`config.mk`:
```
export PLATFORM = sky130hd
export DESIGN_NAME = oscillating_scan_direction_control
export DESIGN_NICKNAME = d
export VERILOG_FILES = /design/src/rtl/oscd_pkg.sv /design/src/rtl/oscd_step.sv /design/src/rtl/oscillating_scan_direction_control.sv
export SDC_FILE = /design/constraint.sdc
export NUM_CORES = 1
export LEC_CHECK = 0
export BUFFER_PORTS_ARGS = -buffer_cell sky130_fd_sc_hd__buf_2
export CAP_MARGIN = 10
export CORE_MARGIN = 2
export CORE_UTILIZATION = 45
export DETAILED_ROUTE_END_ITERATION = 8
export SKIP_LAST_GASP = 1
export SYNTH_ARGS = -nofsm -noshare
export SYNTH_HDL_FRONTEND = slang
export SYNTH_SLANG_ARGS = --single-unit
```
`constraint.sdc`:
```
create_clock -name clk_i -period 19.09 [get_ports clk_i]
set_clock_uncertainty 0.2 [all_clocks]
set_input_delay 1.909 -clock clk_i [delete_from_list [all_inputs] [get_ports clk_i]]
set_output_delay 1.909 -clock clk_i [all_outputs]
set_load 0.02 [all_outputs]
```
`src/rtl/oscd_pkg.sv`:
```
package oscd_pkg;

  // Speeds with a magnitude below this count as a stop
  localparam int unsigned DEADBAND = 4;

  localparam int unsigned ANGLE_W = 16;
  localparam int unsigned SPEED_W = 16;
  localparam int unsigned LIMIT_W = 14;
  localparam int unsigned MAXSP_W = 15;
  localparam int unsigned CFG_IDX_W = 2;
  localparam int unsigned CFG_DATA_W = 16;

  // Configuration register indexes
  localparam logic [CFG_IDX_W-1:0] REG_ANGLE_LIMIT   = 2'd0;
  localparam logic [CFG_IDX_W-1:0] REG_MAX_SPEED     = 2'd1;
  localparam logic [CFG_IDX_W-1:0] REG_INITIAL_SPEED = 2'd2;

  // Register reset values
  localparam logic [LIMIT_W-1:0] ANGLE_LIMIT_RST   = 14'd6631;
  localparam logic [MAXSP_W-1:0] MAX_SPEED_RST     = 15'd4915;
  localparam logic [SPEED_W-1:0] INITIAL_SPEED_RST = 16'd0;

  typedef struct packed {
    logic [LIMIT_W-1:0]        angle_limit;
    logic [MAXSP_W-1:0]        max_speed;
    logic signed [SPEED_W-1:0] initial_speed;
  } cfg_t;

  typedef struct packed {
    logic signed [SPEED_W-1:0] velocity;
    logic signed [ANGLE_W-1:0] held_angle;
    logic                      dir_pos;
  } motion_t;

  // Apply one speed command to the motion state
  function automatic motion_t apply_speed(input motion_t st,
                                          input logic signed [SPEED_W-1:0] s,
                                          input logic signed [ANGLE_W-1:0] angle,
                                          input logic [MAXSP_W-1:0] max_speed);
    motion_t                   nx;
    logic signed [SPEED_W:0]   s_ext;
    logic [SPEED_W:0]          s_mag;
    logic signed [SPEED_W-1:0] sz;
    logic signed [SPEED_W-1:0] lim;
    logic signed [SPEED_W-1:0] lim_n;
    logic signed [SPEED_W-1:0] v;
    nx    = st;
    s_ext = {s[SPEED_W-1], s};
    s_mag = s_ext[SPEED_W] ? unsigned'(-s_ext) : unsigned'(s_ext);
    sz    = s;
    if (s_mag < (SPEED_W+1)'(DEADBAND)) begin
      sz            = '0;
      nx.held_angle = angle;
    end
    // Remember the direction when motion stops
    if (st.velocity != '0 && sz == '0) begin
      nx.dir_pos = ~st.velocity[SPEED_W-1];
    end
    lim   = $signed({1'b0, max_speed});
    lim_n = -lim;
    if (sz > 0) begin
      v = (sz < lim) ? sz : lim;
    end else begin
      v = (sz > lim_n) ? sz : lim_n;
    end
    // Resume the stored direction after a stop
    if (st.velocity == '0 && sz != '0 && !st.dir_pos) begin
      v = -v;
    end
    nx.velocity = v;
    return nx;
  endfunction

endpackage

```
`src/rtl/oscd_step.sv`:
```
module oscd_step (
  input  oscd_pkg::cfg_t                       cfg_i,
  input  oscd_pkg::motion_t                    state_i,
  input  logic signed [oscd_pkg::ANGLE_W-1:0]  joint_angle_i,
  input  logic signed [oscd_pkg::SPEED_W-1:0]  speed_cmd_i,
  input  logic                                 time_back_i,
  output oscd_pkg::motion_t                    state_o,
  output logic signed [oscd_pkg::SPEED_W-1:0]  velocity_drive_o,
  output logic                                 override_valid_o,
  output logic signed [oscd_pkg::ANGLE_W-1:0]  position_value_o
);

  oscd_pkg::motion_t                   ctl_st;
  logic signed [oscd_pkg::SPEED_W-1:0] vel_mag;
  logic signed [oscd_pkg::ANGLE_W-1:0] lim;
  logic signed [oscd_pkg::ANGLE_W-1:0] lim_n;
  logic signed [oscd_pkg::SPEED_W-1:0] cmd_s;
  logic signed [oscd_pkg::ANGLE_W-1:0] cmd_angle;

  assign vel_mag = state_i.velocity[oscd_pkg::SPEED_W-1] ? -state_i.velocity
                                                         : state_i.velocity;
  assign lim   = $signed({2'b00, cfg_i.angle_limit});
  assign lim_n = -lim;

  // Control phase: time jump, hold, or reverse at the limits
  always_comb begin
    ctl_st           = state_i;
    override_valid_o = 1'b0;
    position_value_o = '0;
    if (time_back_i) begin
      ctl_st = oscd_pkg::apply_speed(state_i, cfg_i.initial_speed, joint_angle_i,
                                     cfg_i.max_speed);
      ctl_st.held_angle = '0;
      ctl_st.dir_pos    = 1'b1;
      override_valid_o  = 1'b1;
      velocity_drive_o  = cfg_i.initial_speed;
    end else begin
      priority if (state_i.velocity == '0) begin
        override_valid_o = 1'b1;
        position_value_o = state_i.held_angle;
      end else if (joint_angle_i >= lim) begin
        ctl_st.velocity = -vel_mag;
      end else if (joint_angle_i <= lim_n) begin
        ctl_st.velocity = vel_mag;
      end else begin
        ctl_st.velocity = state_i.velocity;
      end
      velocity_drive_o = ctl_st.velocity;
    end
  end

  // Command phase: speed command (negative values taken as zero), signed by the updated motion direction
  always_comb begin
    cmd_s = speed_cmd_i[oscd_pkg::SPEED_W-1] ? '0 : speed_cmd_i;
    if (ctl_st.velocity[oscd_pkg::SPEED_W-1]) begin
      cmd_s = -cmd_s;
    end
    cmd_angle = override_valid_o ? position_value_o : joint_angle_i;
    state_o   = oscd_pkg::apply_speed(ctl_st, cmd_s, cmd_angle, cfg_i.max_speed);
  end

endmodule

```
`src/rtl/oscillating_scan_direction_control.sv`:
```
// Channel | Direction | Handshake             | Payload
// in      | input     | in_valid_i/in_stall_o | joint_angle, speed_cmd, time_back
// out     | output    | out_valid_o/out_stall_i | velocity_drive, override_valid,
//         |           |                       | position_value
// cfg     | input     | cfg_valid_i/cfg_ready_o | cfg_index_i, cfg_data_i
//
// One item per cycle while the input is not stalled; its result appears in the output
// register in the cycle after the transfer, from the single control/command pass between state and output.
// Reset clears the motion state (stopped, held angle 0, positive direction) and
// loads the register defaults. The input stalls only while a result is held
// waiting on out_stall_i; a new item is taken in the cycle the result leaves.
module oscillating_scan_direction_control (
  input  logic                                   clk_i,
  input  logic                                   rst_ni,
  input  logic                                   in_valid_i,
  output logic                                   in_stall_o,
  input  logic signed [oscd_pkg::ANGLE_W-1:0]    joint_angle_i,
  input  logic signed [oscd_pkg::SPEED_W-1:0]    speed_cmd_i,
  input  logic                                   time_back_i,
  output logic                                   out_valid_o,
  input  logic                                   out_stall_i,
  output logic signed [oscd_pkg::SPEED_W-1:0]    velocity_drive_o,
  output logic                                   override_valid_o,
  output logic signed [oscd_pkg::ANGLE_W-1:0]    position_value_o,
  input  logic                                   cfg_valid_i,
  output logic                                   cfg_ready_o,
  input  logic [oscd_pkg::CFG_IDX_W-1:0]         cfg_index_i,
  input  logic [oscd_pkg::CFG_DATA_W-1:0]        cfg_data_i
);

  oscd_pkg::cfg_t                      cfg_q;
  oscd_pkg::motion_t                   state_q;
  oscd_pkg::motion_t                   state_d;
  logic                                out_valid_q;
  logic signed [oscd_pkg::SPEED_W-1:0] drive_d;
  logic signed [oscd_pkg::SPEED_W-1:0] drive_q;
  logic                                ovr_d;
  logic                                ovr_q;
  logic signed [oscd_pkg::ANGLE_W-1:0] pos_d;
  logic signed [oscd_pkg::ANGLE_W-1:0] pos_q;
  logic                                in_xfer;

  assign cfg_ready_o = 1'b1;
  assign in_stall_o  = out_valid_q & out_stall_i;
  assign in_xfer     = in_valid_i & ~in_stall_o;

  // Write configuration registers; unknown indexes are dropped
  always_ff @(posedge clk_i or negedge rst_ni) begin
    if (!rst_ni) begin
      cfg_q.angle_limit   <= oscd_pkg::ANGLE_LIMIT_RST;
      cfg_q.max_speed     <= oscd_pkg::MAX_SPEED_RST;
      cfg_q.initial_speed <= $signed(oscd_pkg::INITIAL_SPEED_RST);
    end else if (cfg_valid_i) begin
      unique case (cfg_index_i)
        oscd_pkg::REG_ANGLE_LIMIT:
          cfg_q.angle_limit <= cfg_data_i[oscd_pkg::LIMIT_W-1:0];
        oscd_pkg::REG_MAX_SPEED:
          cfg_q.max_speed <= cfg_data_i[oscd_pkg::MAXSP_W-1:0];
        oscd_pkg::REG_INITIAL_SPEED:
          cfg_q.initial_speed <= $signed(cfg_data_i);
        default: ;
      endcase
    end
  end

  oscd_step u_step (
    .cfg_i            (cfg_q),
    .state_i          (state_q),
    .joint_angle_i    (joint_angle_i),
    .speed_cmd_i      (speed_cmd_i),
    .time_back_i      (time_back_i),
    .state_o          (state_d),
    .velocity_drive_o (drive_d),
    .override_valid_o (ovr_d),
    .position_value_o (pos_d)
  );

  // Advance motion state on each input transfer
  always_ff @(posedge clk_i or negedge rst_ni) begin
    if (!rst_ni) begin
      state_q.velocity   <= '0;
      state_q.held_angle <= '0;
      state_q.dir_pos    <= 1'b1;
    end else if (in_xfer) begin
      state_q <= state_d;
    end
  end

  // Hold the result until the output transfer
  always_ff @(posedge clk_i or negedge rst_ni) begin
    if (!rst_ni) begin
      out_valid_q <= 1'b0;
    end else if (in_xfer) begin
      out_valid_q <= 1'b1;
    end else if (!out_stall_i) begin
      out_valid_q <= 1'b0;
    end
  end

  always_ff @(posedge clk_i) begin
    if (in_xfer) begin
      drive_q <= drive_d;
      ovr_q   <= ovr_d;
      pos_q   <= pos_d;
    end
  end

  assign out_valid_o      = out_valid_q;
  assign velocity_drive_o = drive_q;
  assign override_valid_o = ovr_q;
  assign position_value_o = pos_q;

endmodule

```
==> results of run 1 <==
registers in the layout, indices dropped and copies added, names as in the netlist:
signal,cells
velocity_drive_o,16
position_value_o,16
out_valid_o,1
cfg_q,45
state_q,33
override_valid_o,1
placed cells by master, fill, tap and decap left out, types with 8 or more instances in the layout:
| cell | n |
|---|---|
| nor2b_1 | 25 |
| dfrtp_1 | 62 |
| nor4_1 | 14 |
| nand3_1 | 38 |
| o211ai_1 | 8 |
| and2_1 | 19 |
| o21a_1 | 11 |
| a31oi_1 | 23 |
| inv_1 | 62 |
| or4_1 | 8 |
| xor2_1 | 28 |
| buf_4 | 15 |
| ha_1 | 94 |
| nor2_1 | 128 |
| nor3_1 | 53 |
| nand2b_1 | 26 |
| xnor2_1 | 42 |
| o21ai_0 | 106 |
| a21o_1 | 23 |
| or3_1 | 16 |
| a22oi_1 | 18 |
| edfxtp_1 | 33 |
| clkbuf_16 | 9 |
| o31ai_1 | 14 |
| and3_1 | 24 |
| mux2i_1 | 17 |
| dfstp_2 | 17 |
| nand2_1 | 157 |
| nand4_1 | 27 |
| buf_2 | 89 |
| o22ai_1 | 10 |
| mux2_2 | 36 |
| a21oi_1 | 74 |
| o21ai_1 | 9 |
stage by stage:
| stage | utilization | area (um^2) | hold WS (ns) | setup WS, ns | instances |
|---|---|---|---|---|---|
| 6_report | 0.491 | 12700 | 0.310 | 4.32 | 1831 |
| 3_5_place_dp | 0.478 | 12400 | 0.288 | 4.68 | 1815 |
| 2_1_floorplan | - | 11700 | 0.264 | 6.55 | 1461 |
| 5_1_grt | 0.491 | 12700 | 0.334 | 2.92 | 1831 |
| 3_3_place_gp | 0.478 | 12400 | 0.281 | 4.91 | 1815 |
| 4_1_cts | 0.491 | 12700 | 0.306 | 4.64 | 1831 |
tightest hold or removal path: stages (launching register included):
cell     delay [ns]
dfrtp_1        0.36
nand2_1        0.05
o21ai_0        0.06
power groups by stage:
stage                     Sequential (mW)  Combinational (mW)  Clock [mW]
final                               0.418               0.864       0.206
after global routing                0.428               0.962       0.218
after CTS                           0.415               0.853       0.211
after detailed placement            0.420               0.848           0
after global placement              0.417               0.844           0
after floorplan                     0.366               0.677           0
path summary, 6_finish.rpt:
kind	startpoint	endpoint	slack, ns
setup / recovery	cfg_q[15]$_DFFE_PN0P_	state_q[31]$_DFFE_PN0P_	4.32
hold / removal	state_q[3]$_DFFE_PN0P_	state_q[3]$_DFFE_PN0P_	0.31
setup reg to reg	cfg_q[15]$_DFFE_PN0P_	state_q[31]$_DFFE_PN0P_	4.32
hold reg to reg	state_q[3]$_DFFE_PN0P_	state_q[3]$_DFFE_PN0P_	0.31
max in group asynchronous	rst_ni	cfg_q[3]$_DFFE_PN0P_	16.52
min in group asynchronous	rst_ni	state_q[11]$_DFFE_PN0P_	1.51
cell type report:
| type | count | area [um^2] |
|---|---|---|
| fill | 2576 | 13200 |
| multi-input combinational | 1200 | 8140 |
| sequential | 112 | 2990 |
| timing repair buffer | 104 | 558 |
| tap | 335 | 419 |
| inverter | 64 | 240 |
| clock buffer | 9 | 225 |
| clock inverter | 7 | 101 |
kinds of logic after synthesis:
kind of cell,after synthesis,synth area share
AO/OA/AOI/OAI,398,0.235
XOR/XNOR,70,0.0522
adder cells (fa/ha/maj),94,0.100
buffers and inverters,149,0.0521
flip-flops,112,0.255
multiplexers,54,0.0503
other,1,0.000319
AND/OR/NAND/NOR,583,0.255
metal layers:
metal | part of all wire | up-vias | global-route usage
met5 | 0 | - | 0
met4 | 0.029 | 0 | 0.0933
met3 | 0.075 | 68 | 0.0387
met2 | 0.42 | 458 | 0.398
met1 | 0.47 | 5375 | 0.416
li1 | - | 5454 | -
==> impl_metrics.yaml, run 1 <==
status:
  status: "complete, no violations"
critical_path:
  cp.depth: 62
  start_kind: "flop"
  crit_fanout: 30
  required_ns: 19.15
  critPathBufInv: 1
  path_delay_family: "compound AO/OA/AOI/OAI gates"
  critical_path_arrival_ns: 14.83
  slowest_delay_ns: 0.95
  endpoint_kind: "flop"
  criticalPathCategory: "flop to flop"
  cp_common_cell: "o21ai_0"
  ff2ff_path_depth: 62
  cp_slowest_cell: "dfrtp_1"
sta:
  finalMaxSlewViolations: 0
  tns_ns: 0
  fmax_mhz: 67.7
  slew_headroom: 0.270
  hold_viol_final: 0
  finalCritPeriodShare: 0.774
  layout_min_cycle_time_ns: 14.77
  rsz0062_at_grt: "no"
  tightest_slew_ns: 1.09
  setup_viol: 0
placement:
  dp_hpwl_um: 29100
  io_buffers: 90
  place_congestion: 0.978
detailed_routing:
  routedWlPerCell_um: 20.5
  postRouteWirelength_um: 37500
  vias_per_cell: 6.20
  first_pass_iters: 5
  route.detailed.drc: 0
  via_count: 11400
  first_iter_violations: 1150
  ant_nets: 0
layout:
  drive_gt1_frac: 0.150
  final_nets: 1641
  diodes: 0
  syn_to_final_growth_pct: 7.98
power:
  p_sw_mw: 0.739
  seqPwrFrac: 0.281
  total_power_mw: 1.49
  p_comb_frac: 0.581
  intPower_mw: 0.749
  p_per_area_nw_per_um2: 117
  ir_drop_mv: 0.0607
  switching_share: 0.497
  clockPowerShare: 0.138
  leakage_nw: 5.33
clock_tree:
  clk_path_buf_depth: 2
  cts_setup_buffers: 0
  cts.htree.levels: 3
  ctsHoldBuffers: 0
  cts_tree: "done"
  clk_pin_slew_ns: 0.09
  cts_buffers: 9
  cts_resized: 0
  cts_sinks: 112
  clk_latency_ns: 0.37
  root_buffer: "clkbuf_16"
floorplanning:
  die_x_um: 166
  num_rows: 59
  io_pins: 92
  core_area_um2: 25800
  die-area_um2: 27400
  dieHeight_um: 166
  start_util: 0.454
global_routing:
  grt_pass1_wl_um: 58400
  grt_pass1_vias: 10200
  antenna_found_initial: 0
  grt_max_degree: 80
  grt_use_total: 0.275
  overflow: 0
worst_hold_path:
  hold_depth: 2
  hp-class: "flop to flop"
logic_synthesis:
  yosysSeqAreaShare: 0.255
  synth_most_common_cell: "nand2_1"
  syn_nets: 1611
  synth_top_area_frac: 0.132
  synth_area_um2: 11700
  yosysTopAreaCell: "dfrtp_1"
  syn_area_per_cell_um2: 8.04
  ys_top_cells_by_area: "dfrtp_1 13%, ha_1 10%, edfxtp_1 8.4%"
  ys_ff_latch: 112
  ys_async_sr_fraction: 0.705
  postSynthCellCount: 1461
  ys_top_cells_by_count: "157 x nand2_1, 128 x nor2_1, 106 x o21ai_0"
  synth_ff_type: "dfrtp_1"
  ys_types: 101
  synth_warnings: 0
  synth_edf_count: 33
flow_run:
  drv_cap: 0
Note: power is estimated with default switching activity, not from simulation.
==> run 2, diff against run 1 <==
==> constraint.sdc (replaced) <==
create_clock -name clk_i -period 15.1 [get_ports clk_i]
set_clock_uncertainty 0.2 [all_clocks]
set_input_delay 1.51 -clock clk_i [delete_from_list [all_inputs] [get_ports clk_i]]
set_output_delay 1.51 -clock clk_i [all_outputs]
set_load 0.02 [all_outputs]
==> run 2 against run 1 <==
Compared with the run above: power rose by 27%; non-clock buffer count grew 7; sequential share of layout area shrank 0.095 points; sequential cell count stayed put; critical endpoint unchanged; highest routed layer unchanged.
==> impl_metrics.yaml, run 2 (same netlist as run 1, synthesis figures left out) <==
status:
  status: "complete, no violations"
sta:
  tns_ns: 0
  finalCritPeriodShare: 0.931
  tightest_slew_ns: 1.04
  slew_headroom: 0.305
  rsz0062_at_grt: "no"
  layout_min_cycle_time_ns: 14.06
  setup_viol: 0
  fmax_mhz: 71.1
  layout_setup_ws_ns: 1.04
  hold_viol_final: 0
  finalMaxSlewViolations: 0
detailed_routing:
  postRouteWirelength_um: 37200
  routedWlPerCell_um: 20.2
  vias_per_cell: 6.23
  route.detailed.drc: 0
  via_count: 11500
  ant_nets: 0
  first_iter_violations: 1305
  first_pass_iters: 6
placement:
  place_inst: 1819
  io_buffers: 90
  place_ws_ns: 0.852
  dp_hpwl_um: 28800
  place_congestion: 0.968
critical_path:
  timing.rr.start: "cfg_q[2]$_DFFE_PN0P_"
  ff2ff_path_depth: 62
  crit_fanout: 17
  criticalPathCategory: "flop to flop"
  critical_path_arrival_ns: 14.12
  r2r_slack_ns: 1.04
  cp_common_cell: "o21ai_0"
  r2r_end: "state_q[31]$_DFFE_PN0P_"
  path_delay_family: "simple AND/OR/NAND/NOR gates"
  required_ns: 15.16
  endpoint_kind: "flop"
  slowest_delay_ns: 0.68
  critPathBufInv: 2
  start_kind: "flop"
  cp_slowest_cell: "or4_1"
layout:
  layout_common_cells: "157 x nand2_1, 128 x nor2_1, 105 x o21ai_0, 93 x ha_1, 89 x buf_2"
  syn_to_final_growth_pct: 8.42
  diodes: 0
  regMostFlops: "cfg_q"
  finalNonFillerCells: 1838
  final_common_cell: "nand2_1"
  final_nets: 1648
  top_regs: "cfg_q (45), state_q (33)"
  largest_reg_flops: 45
  drive_gt1_frac: 0.156
clock_tree:
  clk_latency_ns: 0.37
  cts.htree.levels: 3
  clk_pin_slew_ns: 0.09
  ctsHoldBuffers: 0
  clk_path_buf_depth: 2
  cts_sinks: 112
  cts_tree: "done"
  cts_buffers: 9
  root_buffer: "clkbuf_16"
global_routing:
  grt_pass1_wl_um: 58100
  overflow: 0
  antenna_found_initial: 0
  grt_pass1_vias: 10300
  grt_use_total: 0.272
  grt_max_degree: 80
floorplanning:
  num_rows: 59
  die_x_um: 166
  dieHeight_um: 166
  core_area_um2: 25800
  io_pins: 92
  die-area_um2: 27400
  start_util: 0.454
flow_run:
  drv_cap: 0
power:
  p_per_area_nw_per_um2: 148
  leakage_nw: 5.35
  ir_drop_mv: 0.0697
worst_hold_path:
  whs_endpoint: "state_q[8]$_DFFE_PN0P_"
  hold_depth: 2
  hp-start: "state_q[8]$_DFFE_PN0P_"
  hp-class: "flop to flop"
==> run 2: changes by cell type in the layout (fill, tap and decap cells not counted), sizes merged <==
cell | previous run | this run
inv | 66 | 65
clkinvlp | 0 | 1
buf | 104 | 111
==> run 2: worst reg2reg max path, delay by kind of cell (launching register included) <==
family	cells	cell delay, ns
adder cells (fa/ha/maj)	3	1.07
AND/OR/NAND/NOR	30	6.12
flip-flops	1	0.47
multiplexers	2	0.51
AO/OA/AOI/OAI	24	5.10
XOR/XNOR	1	0.14
buffers and inverters	2	0.32
==> run 2: worst max path at each step <==
| stage | from | end | slack (ns) | cells after the start |
|---|---|---|---|---|
| after floorplan | cfg_q[2]$_DFFE_PN0P_ | state_q[31]$_DFFE_PN0P_ | 2.56 | 68 |
| after global placement | cfg_q[2]$_DFFE_PN0P_ | state_q[31]$_DFFE_PN0P_ | 1.25 | 62 |
| after detailed placement | cfg_q[3]$_DFFE_PN0P_ | state_q[31]$_DFFE_PN0P_ | 0.85 | 62 |
| after CTS | cfg_q[2]$_DFFE_PN0P_ | state_q[31]$_DFFE_PN0P_ | 0.78 | 62 |
| after global routing | cfg_q[2]$_DFFE_PN0P_ | state_q[31]$_DFFE_PN0P_ | 0.05 | 64 |
| final | cfg_q[2]$_DFFE_PN0P_ | state_q[31]$_DFFE_PN0P_ | 1.04 | 62 |
==> run 2: per-layer routing <==
| layer | GRT usage | wire (um) | vias up |
|---|---|---|---|
| met5 | 0 | 0 | - |
| met4 | 0.0635 | 637 | 0 |
| met2 | 0.410 | 16200 | 508 |
| met3 | 0.0377 | 2870 | 50 |
| met1 | 0.409 | 17500 | 5427 |
| li1 | - | - | 5473 |
==> run 2: layout make-up <==
cell class / instances / area, um^2
fillers: 2568 / 13100
clock buffers: 9 / 225
repair buffers: 111 / 611
clock inverters: 7 / 92.6
multi-input cells: 1200 / 8150
well taps: 335 / 419
inverters: 64 / 240
flip-flops and latches: 112 / 2990
==> run 2: report_power, final <==
part / internal [mW] / total, mW / switching [mW]
registers: 0.397 / 0.525 / 0.128
logic: 0.434 / 1.11 / 0.673
clock network: 0.121 / 0.254 / 0.133
==> run 2: metrics by stage <==
step                      hold WS (ns)  instance area (um^2)  power (mW)   util
after floorplan                  0.264                 11700        1.32      -
after global placement           0.282                 12400        1.59  0.479
after detailed placement         0.292                 12400        1.60  0.479
after CTS                        0.311                 12700        1.86  0.491
after global routing             0.334                 12700        2.03  0.493
final                            0.313                 12700        1.89  0.493
==> run 2: timing repair <==
action / 4_1_cts / 5_1_grt
setup buffers: 0 / 3
endpoints found under the setup margin: 0 / 14
resized for setup: 0 / 3
